**src/rtl/core/blc_pkg.sv**
```systemverilog
// Shared constants and controller/datapath interface types for the LED level controller.
package blc_pkg;

   // Settings image geometry.
   localparam int IMAGE_BYTES = 11;
   localparam int OFF_W       = $clog2(IMAGE_BYTES);
   localparam int ADDR_W      = OFF_W + 1;
   localparam int MEM_DEPTH   = 2 ** ADDR_W;

   // Command codes carried by an input item.
   localparam int CMD_W = 3;
   localparam logic [CMD_W-1:0] CMD_TICK        = 3'd0;
   localparam logic [CMD_W-1:0] CMD_SET_TARGET  = 3'd1;
   localparam logic [CMD_W-1:0] CMD_GET_LEVEL   = 3'd2;
   localparam logic [CMD_W-1:0] CMD_GET_TARGET  = 3'd3;
   localparam logic [CMD_W-1:0] CMD_READ_BYTE   = 3'd4;
   localparam logic [CMD_W-1:0] CMD_BEGIN_WRITE = 3'd5;
   localparam logic [CMD_W-1:0] CMD_WRITE_BYTE  = 3'd6;

   // Reply status codes.
   localparam int STS_W = 2;
   localparam logic [STS_W-1:0] STS_OK     = 2'd0;
   localparam logic [STS_W-1:0] STS_REJECT = 2'd1;
   localparam logic [STS_W-1:0] STS_LAST   = 2'd2;

   // Reset value of the microseconds-per-tick register.
   localparam logic [15:0] US_PER_TICK_RESET = 16'd32;

   // Datapath operations issued by the controller, one per cycle.
   typedef enum logic [3:0] {
      OP_NONE,
      OP_LOAD,
      OP_EXEC,
      OP_TAKE,
      OP_COPY_RD,
      OP_COPY_WR,
      OP_FLAGS_RD,
      OP_FLAGS_CHK,
      OP_DLY_RD,
      OP_DLY_CAP,
      OP_CMP,
      OP_LVL_RD,
      OP_LVL_CAP,
      OP_OUT
   } dp_op_type;

   typedef struct packed {
      dp_op_type op;
   } dp_cmd_type;

   // Status the datapath reports back to the controller.
   typedef struct packed {
      logic [CMD_W-1:0] cmd;
      logic             read_ok;
      logic             begin_ok;
      logic             flag_blink;
      logic             copy_last;
      logic             dly_last;
      logic             out_free;
   } dp_status_type;

endpackage

```
**src/rtl/core/blc_ctrl.sv**
```systemverilog
// Sequencing state machine for the LED level controller.
module blc_ctrl import blc_pkg::*; (
   input  logic          clock,
   input  logic          reset,
   input  logic          req_valid,
   output logic          req_stall,
   input  dp_status_type status,
   output dp_cmd_type    cmd
);

   typedef enum logic [12:0] {
      S_IDLE      = 13'b0000000000001,
      S_EXEC      = 13'b0000000000010,
      S_TAKE      = 13'b0000000000100,
      S_COPY_RD   = 13'b0000000001000,
      S_COPY_WR   = 13'b0000000010000,
      S_FLAGS_RD  = 13'b0000000100000,
      S_FLAGS_CHK = 13'b0000001000000,
      S_DLY_RD    = 13'b0000010000000,
      S_DLY_CAP   = 13'b0000100000000,
      S_CMP       = 13'b0001000000000,
      S_LVL_RD    = 13'b0010000000000,
      S_LVL_CAP   = 13'b0100000000000,
      S_OUT       = 13'b1000000000000
   } state_type;

   state_type state_ff;
   state_type state_in;

   // New items are taken only between items.
   assign req_stall = (state_ff != S_IDLE);

   // Next state and datapath operation.
   always_comb begin
      state_in = state_ff;
      cmd.op   = OP_NONE;
      case (state_ff)
         S_IDLE: begin
            if (req_valid) begin
               cmd.op   = OP_LOAD;
               state_in = S_EXEC;
            end
         end
         S_EXEC: begin
            cmd.op = OP_EXEC;
            case (status.cmd)
               CMD_GET_TARGET:  state_in = S_TAKE;
               CMD_READ_BYTE:   state_in = status.read_ok ? S_TAKE : S_FLAGS_RD;
               CMD_BEGIN_WRITE: state_in = status.begin_ok ? S_COPY_RD : S_FLAGS_RD;
               default:         state_in = S_FLAGS_RD;
            endcase
         end
         S_TAKE: begin
            cmd.op   = OP_TAKE;
            state_in = S_FLAGS_RD;
         end
         S_COPY_RD: begin
            cmd.op   = OP_COPY_RD;
            state_in = S_COPY_WR;
         end
         S_COPY_WR: begin
            cmd.op   = OP_COPY_WR;
            state_in = status.copy_last ? S_FLAGS_RD : S_COPY_RD;
         end
         S_FLAGS_RD: begin
            cmd.op   = OP_FLAGS_RD;
            state_in = S_FLAGS_CHK;
         end
         S_FLAGS_CHK: begin
            cmd.op   = OP_FLAGS_CHK;
            state_in = status.flag_blink ? S_DLY_RD : S_LVL_RD;
         end
         S_DLY_RD: begin
            cmd.op   = OP_DLY_RD;
            state_in = S_DLY_CAP;
         end
         S_DLY_CAP: begin
            cmd.op   = OP_DLY_CAP;
            state_in = status.dly_last ? S_CMP : S_DLY_RD;
         end
         S_CMP: begin
            cmd.op   = OP_CMP;
            state_in = S_LVL_RD;
         end
         S_LVL_RD: begin
            cmd.op   = OP_LVL_RD;
            state_in = S_LVL_CAP;
         end
         S_LVL_CAP: begin
            cmd.op   = OP_LVL_CAP;
            state_in = S_OUT;
         end
         S_OUT: begin
            cmd.op = OP_OUT;
            if (status.out_free) begin
               state_in = S_IDLE;
            end
         end
         default: state_in = S_IDLE;
      endcase
   end

   // State register.
   always_ff @(posedge clock) begin
      if (reset) begin
         state_ff <= S_IDLE;
      end else begin
         state_ff <= state_in;
      end
   end

endmodule

```
**src/rtl/core/blc_datapath.sv**
```systemverilog
// Datapath of the LED level controller: image memory, timers, level and result register.
module blc_datapath import blc_pkg::*; (
   input  logic             clock,
   input  logic             reset,
   input  dp_cmd_type       cmd,
   output dp_status_type    status,
   input  logic [CMD_W-1:0] req_command,
   input  logic [7:0]       req_value,
   input  logic [7:0]       req_byte_offset,
   input  logic [7:0]       req_byte_count,
   output logic             rsp_valid,
   input  logic             rsp_stall,
   output logic [7:0]       rsp_read_data,
   output logic [STS_W-1:0] rsp_reply_status,
   output logic [7:0]       rsp_led_level,
   input  logic             csr_valid,
   input  logic [15:0]      csr_us_per_tick
);

   localparam logic [OFF_W-1:0] OFF_FLAGS   = OFF_W'(0);
   localparam logic [OFF_W-1:0] OFF_TARGET  = OFF_W'(1);
   localparam logic [OFF_W-1:0] OFF_LOW     = OFF_W'(2);
   localparam logic [OFF_W-1:0] OFF_DLY_ON  = OFF_W'(3);
   localparam logic [OFF_W-1:0] OFF_DLY_OFF = OFF_W'(7);
   localparam logic [OFF_W-1:0] LAST_OFF    = OFF_W'(IMAGE_BYTES - 1);
   localparam logic [1:0]       DLY_LAST    = 2'd3;

   // Item and working registers.
   logic [CMD_W-1:0] cmd_ff, cmd_in;
   logic [7:0]       val_ff, val_in;
   logic [7:0]       off_ff, off_in;
   logic [7:0]       cnt_ff, cnt_in;
   logic [7:0]       data_ff, data_in;
   logic [STS_W-1:0] sts_ff, sts_in;
   logic [OFF_W-1:0] idx_ff, idx_in;
   logic             blink_ff, blink_in;
   logic [31:0]      delay_ff, delay_in;
   logic [47:0]      prod_ff, prod_in;

   // Architectural state.
   logic [7:0]       level_ff, level_in;
   logic [31:0]      tick_ff, tick_in;
   logic [1:0]       phase_ff, phase_in;
   logic             active_ff, active_in;
   logic             receiving_ff, receiving_in;
   logic [7:0]       wpos_ff, wpos_in;
   logic [7:0]       left_ff, left_in;
   logic [15:0]      us_ff, us_in;

   // Result register.
   logic             rsp_valid_ff, rsp_valid_in;
   logic [7:0]       rsp_data_ff, rsp_data_in;
   logic [STS_W-1:0] rsp_sts_ff, rsp_sts_in;
   logic [7:0]       rsp_level_ff, rsp_level_in;

   // Image memory with a valid bit per entry so that unwritten bytes read as zero.
   logic [7:0]           mem_ff [MEM_DEPTH];
   logic [MEM_DEPTH-1:0] mem_valid_ff;
   logic [7:0]           rd_data_ff;
   logic                 rd_valid_ff;
   logic                 rd_en;
   logic [ADDR_W-1:0]    rd_addr;
   logic                 wr_en;
   logic [ADDR_W-1:0]    wr_addr;
   logic [7:0]           wr_data;
   logic [7:0]           rd_byte;

   logic             act;
   logic             ina;
   logic             read_ok;
   logic             begin_ok;
   logic             out_free;
   logic [OFF_W-1:0] dly_base;

   assign act      = active_ff;
   assign ina      = ~active_ff;
   assign rd_byte  = rd_valid_ff ? rd_data_ff : 8'd0;
   assign out_free = ~rsp_valid_ff | ~rsp_stall;
   assign read_ok  = (off_ff < 8'(IMAGE_BYTES));
   assign begin_ok = (off_ff <= 8'(IMAGE_BYTES)) &&
                     (({1'b0, off_ff} + {1'b0, cnt_ff}) <= 9'(IMAGE_BYTES));
   assign dly_base = phase_ff[act] ? OFF_DLY_ON : OFF_DLY_OFF;

   // Status toward the controller.
   assign status.cmd        = cmd_ff;
   assign status.read_ok    = read_ok;
   assign status.begin_ok   = begin_ok;
   assign status.flag_blink = rd_byte[0];
   assign status.copy_last  = (idx_ff == LAST_OFF);
   assign status.dly_last   = (idx_ff[1:0] == DLY_LAST);
   assign status.out_free   = out_free;

   assign rsp_valid        = rsp_valid_ff;
   assign rsp_read_data    = rsp_data_ff;
   assign rsp_reply_status = rsp_sts_ff;
   assign rsp_led_level    = rsp_level_ff;

   // Operation decode and next-state logic.
   always_comb begin
      cmd_in       = cmd_ff;
      val_in       = val_ff;
      off_in       = off_ff;
      cnt_in       = cnt_ff;
      data_in      = data_ff;
      sts_in       = sts_ff;
      idx_in       = idx_ff;
      blink_in     = blink_ff;
      delay_in     = delay_ff;
      prod_in      = prod_ff;
      level_in     = level_ff;
      tick_in      = tick_ff;
      phase_in     = phase_ff;
      active_in    = active_ff;
      receiving_in = receiving_ff;
      wpos_in      = wpos_ff;
      left_in      = left_ff;
      us_in        = csr_valid ? csr_us_per_tick : us_ff;
      rsp_valid_in = rsp_valid_ff & rsp_stall;
      rsp_data_in  = rsp_data_ff;
      rsp_sts_in   = rsp_sts_ff;
      rsp_level_in = rsp_level_ff;
      rd_en        = 1'b0;
      rd_addr      = '0;
      wr_en        = 1'b0;
      wr_addr      = '0;
      wr_data      = val_ff;
      case (cmd.op)
         OP_LOAD: begin
            cmd_in  = req_command;
            val_in  = req_value;
            off_in  = req_byte_offset;
            cnt_in  = req_byte_count;
            data_in = 8'd0;
            sts_in  = STS_OK;
            idx_in  = '0;
         end
         OP_EXEC: begin
            case (cmd_ff)
               CMD_TICK: begin
                  if (tick_ff != '1) begin
                     tick_in = tick_ff + 32'd1;
                  end
               end
               CMD_SET_TARGET: begin
                  wr_en   = 1'b1;
                  wr_addr = {act, OFF_TARGET};
                  wr_data = val_ff;
               end
               CMD_GET_LEVEL: begin
                  data_in = level_ff;
               end
               CMD_GET_TARGET: begin
                  rd_en   = 1'b1;
                  rd_addr = {act, OFF_TARGET};
               end
               CMD_READ_BYTE: begin
                  if (read_ok) begin
                     rd_en   = 1'b1;
                     rd_addr = {act, off_ff[OFF_W-1:0]};
                  end else begin
                     sts_in = STS_REJECT;
                  end
               end
               CMD_BEGIN_WRITE: begin
                  if (begin_ok) begin
                     receiving_in  = 1'b1;
                     left_in       = cnt_ff;
                     wpos_in       = off_ff;
                     phase_in[ina] = 1'b0;
                     idx_in        = '0;
                  end else begin
                     receiving_in = 1'b0;
                     sts_in       = STS_REJECT;
                  end
               end
               CMD_WRITE_BYTE: begin
                  if (!receiving_ff) begin
                     sts_in = STS_REJECT;
                  end else if (left_ff == 8'd0) begin
                     sts_in = STS_LAST;
                  end else begin
                     if (wpos_ff < 8'(IMAGE_BYTES)) begin
                        wr_en   = 1'b1;
                        wr_addr = {ina, wpos_ff[OFF_W-1:0]};
                        wr_data = val_ff;
                     end
                     // The last staged byte swaps the images.
                     if (left_ff == 8'd1) begin
                        active_in    = ina;
                        tick_in      = '0;
                        receiving_in = 1'b0;
                        sts_in       = STS_LAST;
                     end
                     wpos_in = wpos_ff + 8'd1;
                     left_in = left_ff - 8'd1;
                  end
               end
               default: begin
               end
            endcase
         end
         OP_TAKE: begin
            data_in = rd_byte;
         end
         OP_COPY_RD: begin
            rd_en   = 1'b1;
            rd_addr = {act, idx_ff};
         end
         OP_COPY_WR: begin
            wr_en   = 1'b1;
            wr_addr = {ina, idx_ff};
            wr_data = rd_byte;
            idx_in  = idx_ff + OFF_W'(1);
         end
         OP_FLAGS_RD: begin
            rd_en   = 1'b1;
            rd_addr = {act, OFF_FLAGS};
            prod_in = {16'd0, tick_ff} * {32'd0, us_ff};
            idx_in  = '0;
         end
         OP_FLAGS_CHK: begin
            blink_in = rd_byte[0];
         end
         OP_DLY_RD: begin
            rd_en   = 1'b1;
            rd_addr = {act, dly_base + idx_ff};
         end
         OP_DLY_CAP: begin
            // Little-endian bytes shift in from the top.
            delay_in = {rd_byte, delay_ff[31:8]};
            idx_in   = idx_ff + OFF_W'(1);
         end
         OP_CMP: begin
            if (prod_ff >= {16'd0, delay_ff}) begin
               phase_in[act] = ~phase_ff[act];
               tick_in       = '0;
            end
         end
         OP_LVL_RD: begin
            rd_en   = 1'b1;
            rd_addr = {act, (blink_ff && !phase_ff[act]) ? OFF_LOW : OFF_TARGET};
         end
         OP_LVL_CAP: begin
            level_in = rd_byte;
         end
         OP_OUT: begin
            if (out_free) begin
               rsp_valid_in = 1'b1;
               rsp_data_in  = data_ff;
               rsp_sts_in   = sts_ff;
               rsp_level_in = level_ff;
            end
         end
         default: begin
         end
      endcase
   end

   // Control and architectural state registers.
   always_ff @(posedge clock) begin
      if (reset) begin
         level_ff     <= 8'd0;
         tick_ff      <= '0;
         phase_ff     <= '0;
         active_ff    <= 1'b0;
         receiving_ff <= 1'b0;
         wpos_ff      <= 8'd0;
         left_ff      <= 8'd0;
         us_ff        <= US_PER_TICK_RESET;
         rsp_valid_ff <= 1'b0;
      end else begin
         level_ff     <= level_in;
         tick_ff      <= tick_in;
         phase_ff     <= phase_in;
         active_ff    <= active_in;
         receiving_ff <= receiving_in;
         wpos_ff      <= wpos_in;
         left_ff      <= left_in;
         us_ff        <= us_in;
         rsp_valid_ff <= rsp_valid_in;
      end
   end

   // Payload registers.
   always_ff @(posedge clock) begin
      cmd_ff       <= cmd_in;
      val_ff       <= val_in;
      off_ff       <= off_in;
      cnt_ff       <= cnt_in;
      data_ff      <= data_in;
      sts_ff       <= sts_in;
      idx_ff       <= idx_in;
      blink_ff     <= blink_in;
      delay_ff     <= delay_in;
      prod_ff      <= prod_in;
      rsp_data_ff  <= rsp_data_in;
      rsp_sts_ff   <= rsp_sts_in;
      rsp_level_ff <= rsp_level_in;
   end

   // Image memory: one write and one registered read per cycle.
   always_ff @(posedge clock) begin
      if (wr_en) begin
         mem_ff[wr_addr] <= wr_data;
      end
      if (rd_en) begin
         rd_data_ff  <= mem_ff[rd_addr];
         rd_valid_ff <= mem_valid_ff[rd_addr];
      end
   end

   // Entry valid bits; reset makes the whole image read as zero.
   always_ff @(posedge clock) begin
      if (reset) begin
         mem_valid_ff <= '0;
      end else if (wr_en) begin
         mem_valid_ff[wr_addr] <= 1'b1;
      end
   end

   // A saturated tick counter stays saturated on a further tick.
   assert property (@(posedge clock) disable iff (reset)
      (cmd.op == OP_EXEC && cmd_ff == CMD_TICK && tick_ff == '1) |=> (tick_ff == '1))
      else $error("tick counter wrapped past its maximum");

   // A staged write never runs past the end of the image.
   assert property (@(posedge clock) disable iff (reset)
      receiving_ff |-> (({1'b0, wpos_ff} + {1'b0, left_ff}) <= 9'(IMAGE_BYTES)))
      else $error("staged write extends beyond the image");

   // A delivered result carries a defined status code.
   assert property (@(posedge clock) disable iff (reset)
      rsp_valid_ff |-> (rsp_sts_ff <= STS_LAST))
      else $error("result carries an undefined status code");

endmodule

```
**src/rtl/core/blink_led_level_controller.sv**
```systemverilog
// Top level of the LED level controller: controller and datapath.
//
//   Channel  Direction  Handshake                Payload
//   req_     in         req_valid / req_stall    command, value, byte_offset, byte_count
//   rsp_     out        rsp_valid / rsp_stall    read_data, reply_status, led_level
//   csr_     in         csr_valid / csr_ready    us_per_tick
//
// An item steps through load, execute, flags read and check, level read and capture
// and output; with blink on it also reads the four delay bytes and compares. A get
// target or an in-range read byte adds a take step, and a begin write that is taken
// copies the image byte by byte. The image memory gives one byte per cycle to the sequencer.
// Synchronous reset clears all control state; the image reads as zero at once.
// The result waits in an output register while the next item is taken; the block
// holds in its final step only if the previous result has not yet been taken.
module blink_led_level_controller import blc_pkg::*; (
   input  logic             clock,
   input  logic             reset,
   input  logic             req_valid,
   output logic             req_stall,
   input  logic [CMD_W-1:0] req_command,
   input  logic [7:0]       req_value,
   input  logic [7:0]       req_byte_offset,
   input  logic [7:0]       req_byte_count,
   output logic             rsp_valid,
   input  logic             rsp_stall,
   output logic [7:0]       rsp_read_data,
   output logic [STS_W-1:0] rsp_reply_status,
   output logic [7:0]       rsp_led_level,
   input  logic             csr_valid,
   output logic             csr_ready,
   input  logic [15:0]      csr_us_per_tick
);

   dp_cmd_type    dp_cmd;
   dp_status_type dp_status;

   // The register is always ready for a write.
   assign csr_ready = 1'b1;

   // Sequencer.
   blc_ctrl u_ctrl (
      .clock     (clock),
      .reset     (reset),
      .req_valid (req_valid),
      .req_stall (req_stall),
      .status    (dp_status),
      .cmd       (dp_cmd)
   );

   // Datapath.
   blc_datapath u_datapath (
      .clock            (clock),
      .reset            (reset),
      .cmd              (dp_cmd),
      .status           (dp_status),
      .req_command      (req_command),
      .req_value        (req_value),
      .req_byte_offset  (req_byte_offset),
      .req_byte_count   (req_byte_count),
      .rsp_valid        (rsp_valid),
      .rsp_stall        (rsp_stall),
      .rsp_read_data    (rsp_read_data),
      .rsp_reply_status (rsp_reply_status),
      .rsp_led_level    (rsp_led_level),
      .csr_valid        (csr_valid),
      .csr_us_per_tick  (csr_us_per_tick)
   );

endmodule

```
**config.mk**
```make
export PLATFORM = sky130hd
export DESIGN_NAME = blink_led_level_controller
export DESIGN_NICKNAME = d
export VERILOG_FILES = /design/src/rtl/core/blc_pkg.sv /design/src/rtl/core/blc_ctrl.sv /design/src/rtl/core/blc_datapath.sv /design/src/rtl/core/blink_led_level_controller.sv
export SDC_FILE = /design/constraint.sdc
export NUM_CORES = 2
export LEC_CHECK = 0
export ABC_AREA = 0
export BUFFER_PORTS_ARGS = -buffer_cell sky130_fd_sc_hd__buf_2
export CORE_ASPECT_RATIO = 0.75
export CORE_MARGIN = 2
export CORE_UTILIZATION = 58
export CTS_BUF_LIST = sky130_fd_sc_hd__clkbuf_16
export DETAILED_ROUTE_END_ITERATION = 10
export HOLD_SLACK_MARGIN = 0.02
export PLACE_DENSITY = 0.81
export SKIP_CTS_REPAIR_TIMING = 1
export SKIP_LAST_GASP = 1
export SYNTH_ARGS = -nofsm -noshare
export SYNTH_HDL_FRONTEND = slang
export SYNTH_SLANG_ARGS = --single-unit
```
**constraint.sdc**
```tcl
create_clock -name clock -period 7.4 [get_ports clock]
set_input_delay 1.48 -clock clock [delete_from_list [all_inputs] [get_ports clock]]
set_output_delay 1.48 -clock clock [all_outputs]
set_load 0.01 [all_outputs]
```
-- Word level (Yosys, flattened, before mapping)
Memories as Yosys holds them, arrays and structs flattened. A register that Yosys moved wholly into a read port is not among the register bits.
Cells that the tools add are included.
- add/subtract/negate cells: 6
- multipliers: 1
- order comparisons: 12
- bitwise operators: 10
- equal/unequal tests: 55
- mux-type cells: 82
- reduce and logical (&&, ||, !) cells: 26
- operator list (cell ; count):
    $pmux 13 s13 ; 1
    $mux 32 ; 5
    $pmux 32 s2 ; 2
    $mux 8 ; 9
    $pmux 4 s13 ; 1
    $ge 48x32->1 ; 1
    $mul 32x16->48 ; 1
    $pmux 13 s3 ; 1
    $add 32x1->32 const B ; 1
    $ne 32x32->1 const B ; 1
    $or 32x32->32 ; 1
    $pmux 8 s2 ; 2
    $pmux 5 s2 ; 3
    $eq 4x4->1 const B ; 7
    $mux 13 ; 2
    $pmux 5 s5 ; 1
    $pmux 8 s3 ; 1
    $mux 5 ; 4
    $mux 1 ; 19
    $mux 2 ; 9
    $mux 6 ; 3
    $eq 4x3->1 const B ; 4
    $lt 8x4->1 const B ; 2
    $reduce_and 5->1 ; 3
    other kinds (67) ; 108
- memories kept: 1
- memory bits (writable): 256
- bits in registers: 263
- word-level logic and storage cells: 218
- memories (name ; words ; width ; rd ports ; clocked after Yosys merged registers in ; wr ports ; line ; source):
    u_datapath.mem_ff ; 32 ; 8 ; 1 ; 1 ; 1 ; blc_datapath.sv:57 ; logic [7:0] mem_ff [MEM_DEPTH];

-- Logic depth before layout (Yosys ltp)
- word-level depth: 11
- gate-level depth with buffers: 26
- mapped depth without buffers: 24

-- Cells and area by module
Synthesis repeated with hierarchy kept, for this count alone.
- cell total of the unflattened synthesis: 3778
- area total of the unflattened synthesis: 38811.0 um^2
- modules (own cells, without submodules) (module ; instances ; sequential area each (um^2) ; cells each ; area an instance (um^2)):
    blc_datapath ; 1 ; 14343.8 ; 3645 ; 37800.0
    blc_ctrl ; 1 ; 260.2 ; 131 ; 999.7
    blink_led_level_controller ; 1 ; 0.0 ; 2 ; 11.3

-- Worst setup path before layout
Ideal clock, no wire load.
- kind: register -> register
- from: register u_datapath.tick_ff[7]
- to: register u_datapath.prod_ff[47], data pin
- path slack: 530 ps
- arrival time: 6602 ps
- stages on the path, launching flop included: 26
- path through: dfxtp_1 clkbuf_1 clkbuf_1 nand2_1 fa_1 inv_1 fa_1 inv_1 fa_1 inv_1 fa_1 fa_1 inv_1 fa_1 inv_1 ha_1 and2_1 a211oi_1 o31a_1 a41oi_1 a41oi_1 a2bb2oi_1 a41o_1 o41ai_2 o41ai_1 xnor2_1
- word-level cells in the longest chain between the ends: 1
- RTL lines (item ; line ; source):
    start, declared ; blc_datapath.sv:42 ; logic [31:0] tick_ff, tick_in;
    start signal, assigned ; blc_datapath.sv:273 ; tick_ff <= tick_in;
    $mul 32x16->48 ; blc_datapath.sv:218 ; prod_in = {16'd0, tick_ff} * {32'd0, us_ff};
    end signal, assigned ; blc_datapath.sv:295 ; prod_ff <= prod_in;
    end, declared ; blc_datapath.sv:38 ; logic [47:0] prod_ff, prod_in;
No other way between the ends.
A chain may end at the register's enable or synchronous reset.

-- Worst setup path after layout
- from: register u_datapath.tick_ff[1]
- to: register u_datapath.prod_ff[47], data pin
The elaborated chain is that of the path after synthesis.

==> impl_metrics.py <==
metrics = {
    "clock_tree": {
        "clk_pin_slew_ns": 0.07,
        "clkLatencyLatePin_ns": 0.62,
        "clock_sinks": 527,
        "root_buffer": "clkbuf_16",
        "cts_inserted_buffers": 52,
        "cts_tree": "done",
        "cts_buffer_depth": 3,
        "cts-htree-levels": 2,
    },
    "setup_path": {
        "cp_max_fo": 11,
        "reg2regPathDepth": 21,
        "critPathKind": "reg -> reg",
        "endpoint_kind": "flip-flop",
        "cp.arrival_ns": 7.48,
        "start_kind": "flip-flop",
        "crit_required_ns": 7.74,
    },
    "route": {
        "dr_total_vias": 27780,
        "routedWlPerCell_um": 19.65,
        "first_pass_iters": 6,
        "first_iter_violations": 2961,
        "route.detailed.drc": 0,
        "ant_nets": 0,
        "wl_um": 93520,
        "vias_per_cell": 5.839,
    },
    "power": {
        "powerDensity_mw_per_mm2": 149.3,
        "p_leak_uw": 0.01757,
        "total_power_uw": 6175,
        "ir_drop_mv": 0.1696,
    },
    "finish": {
        "stdcell_count": 4758,
        "ff_latch_area_mm2": 0.01461,
        "multiInputGateArea_mm2": 0.02101,
        "final_cell_mix": "nand2_1, inv_1, fa_1",
        "area.growth.synth_to_final_pct": 7.871,
        "layout_commonest_cell": "nand2_1",
        "nNetsFinal": 4479,
        "fillers": 5120,
        "layout-drive-gt1-share_pct": 7.437,
        "fin_util_pct": 63.37,
    },
    "synth": {
        "synth_ff_type": "edfxtp_1",
        "ys_seq_elements": 527,
        "netlist_area_mm2": 0.03834,
        "seq_area_frac_synth_pct": 38.09,
        "synthCells": 3848,
        "synth_fp_nets": 4484,
        "avgSynthCellArea_um2": 9.964,
        "synth_edf_count": 405,
        "async_flop_share_pct": 0,
        "synthDistinctLibCells": 89,
        "ys_warn_count": 0,
    },
    "grt": {
        "grt_pass1_vias": 27960,
        "grt_max_degree": 81,
        "track_usage_pct": 28.38,
        "grt_pass1_wl_um": 150700,
        "grt_overflow": 0,
        "antenna_found_initial": 1,
    },
    "sta": {
        "setup_viol": 0,
        "timing.final.crit_share_pct": 96.49,
        "min_period_ns": 7.141,
        "hold_viol_final": 0,
        "relSlewSlack_pct": 10.73,
        "layout_setup_ws_ns": 0.2594,
        "max_slew.worst_pin.slew_ns": 1.305,
        "drv_slew": 0,
        "max_freq_ghz": 0.1400,
        "grt_setup_unrepaired": "false",
        "finClkSkew_ns": 0.03171,
        "tns_ns": 0,
    },
    "die": {
        "rows": 81,
        "die_area_mm2": 0.06820,
        "io_pins": 69,
        "start_util_pct": 58.75,
        "fp.dieW_um": 300.9,
        "dieHeight_um": 226.7,
        "core-area_mm2": 0.06527,
    },
    "min_path": {
        "min_path_type": "reg -> reg",
        "hold_path_depth": 0,
    },
    "placement": {
        "place_hpwl_um": 69170,
        "dpl.cell_count": 4660,
        "post-place-ws_ns": 0.1835,
        "io_buffers": 67,
        "gp_congestion": 0.9271,
    },
    "flow_run": {
        "drv_cap": 0,
    },
    "outcome": {
        "status": "finished clean",
    },
}
cell type report:
| type | instances | share of cell area [%] |
|---|---|---|
| timing repair buffer | 151 | 2.372 |
| clock inverter | 43 | 0.8198 |
| sequential | 527 | 35.33 |
| clock buffer | 54 | 3.267 |
| antenna | 1 | 0.006050 |
| multi-input combinational | 2584 | 50.79 |
| tap | 871 | 2.635 |
| inverter | 527 | 4.783 |
final timing paths:
kind	from	end	slack, ns
setup / recovery	u_datapath.tick_ff[1]$_SDFFE_PP0P_	u_datapath.prod_ff[47]$_DFFE_PP_	0.26
hold / removal	u_datapath.data_ff[7]$_SDFFCE_PN0P_	u_datapath.rsp_read_data[7]$_DFFE_PP_	0.42
setup reg to reg	u_datapath.tick_ff[1]$_SDFFE_PP0P_	u_datapath.prod_ff[47]$_DFFE_PP_	0.26
hold reg to reg	u_datapath.data_ff[7]$_SDFFCE_PN0P_	u_datapath.rsp_read_data[7]$_DFFE_PP_	0.42
kinds of logic (layout without fill, tap and decap cells):
| family | after synthesis | in the layout | synth area share (%) |
|---|---|---|---|
| other | 1 | 2 | 0.009780 |
| flip-flops | 527 | 527 | 38.09 |
| AND/OR/NAND/NOR | 1473 | 1473 | 17.89 |
| buffers and inverters | 737 | 775 | 7.287 |
| AO/OA/AOI/OAI | 422 | 422 | 6.938 |
| XOR/XNOR | 68 | 68 | 1.553 |
| adder cells (fa/ha/maj) | 589 | 589 | 27.42 |
| multiplexers | 31 | 31 | 0.8158 |
through the flow:
stage	hold WS [ns]	instance area, um^2
after floorplan	0.4003	38340
after global placement	0.4029	39650
after detailed placement	0.4062	39650
after CTS	0.4205	41340
after global routing	0.4335	41360
final	0.4186	41360
layer usage:
| layer | vias to the layer above | wire, um | global-route usage [%] |
|---|---|---|---|
| li1 | 12470 | - | - |
| met1 | 13720 | 39950 | 41.41 |
| met5 | - | 0 | 0 |
| met4 | 0 | 3154 | 9.645 |
| met3 | 191 | 9405 | 5.624 |
| met2 | 1403 | 41000 | 42.71 |
power by group:
group          internal (uW)  switching (uW)
Combinational           71.3             182
Clock                   1470            1180
Sequential              3220            46.9
Total                   4760            1410
state kept, by name, summed over array words and instances, names as in the netlist, 3 cells and up:
name / flops
u_datapath.mem_ff: 256
u_datapath.rsp_read_data: 8
u_datapath.tick_ff: 32
u_datapath.delay_ff: 32
u_datapath.us_ff: 16
u_datapath.idx_ff: 4
u_datapath.wpos_ff: 8
u_datapath.left_ff: 8
u_datapath.data_ff: 8
u_datapath.level_ff: 8
u_datapath.prod_ff: 48
u_datapath.cmd_ff: 3
u_ctrl.state_ff: 13
u_datapath.cnt_ff: 8
u_datapath.mem_valid_ff: 32
u_datapath.off_ff: 8
u_datapath.rsp_led_level: 8
u_datapath.rd_data_ff: 8
u_datapath.val_ff: 8
synth_stat cells (all sizes together) (8+ instances only):
| cell | instances | area [um^2] |
|---|---|---|
| nand3 | 139 | 700.7 |
| a22oi | 10 | 75.07 |
| a211oi | 13 | 97.59 |
| mux2i | 29 | 290.3 |
| nand2b | 14 | 87.58 |
| and3 | 29 | 181.4 |
| nor2 | 224 | 855.8 |
| fa | 419 | 8388 |
| nand2 | 707 | 2656 |
| ha | 169 | 2115 |
| xor2 | 16 | 140.1 |
| nor4 | 29 | 242.7 |
| a31oi | 26 | 162.7 |
| o21bai | 9 | 67.56 |
| o21ai | 74 | 370.4 |
| inv | 527 | 1978 |
| a21oi | 163 | 819.5 |
| or3 | 8 | 50.05 |
| nor2b | 11 | 68.82 |
| dfxtp | 122 | 2442 |
| edfxtp | 405 | 12160 |
| nand4 | 25 | 156.4 |
| a21o | 36 | 270.3 |
| xnor2 | 52 | 455.4 |
| nor4b | 8 | 70.07 |
| and2 | 220 | 1378 |
| clkbuf | 188 | 705.7 |
| buf | 22 | 110.1 |
| nor3 | 26 | 135.1 |
| o21a | 10 | 75.07 |
critical path, stage by stage, from the launching register on:
cell and delay, ns:
dfxtp_1 0.67, nand2_1 0.16, fa_1 0.50, fa_1 0.50, inv_1 0.05, fa_1 0.47
fa_1 0.55, fa_1 0.55, inv_1 0.05, fa_1 0.54, inv_1 0.05, ha_1 0.38
o21a_1 0.15, nor2_1 0.05, o31a_1 0.23, a41oi_1 0.30, a41oi_2 0.27, a2bb2oi_1 0.35
a41o_1 0.29, o41ai_2 0.12, o41ai_1 0.49, xnor2_1 0.13
No activity file was read; power rests on OpenSTA's default activity.
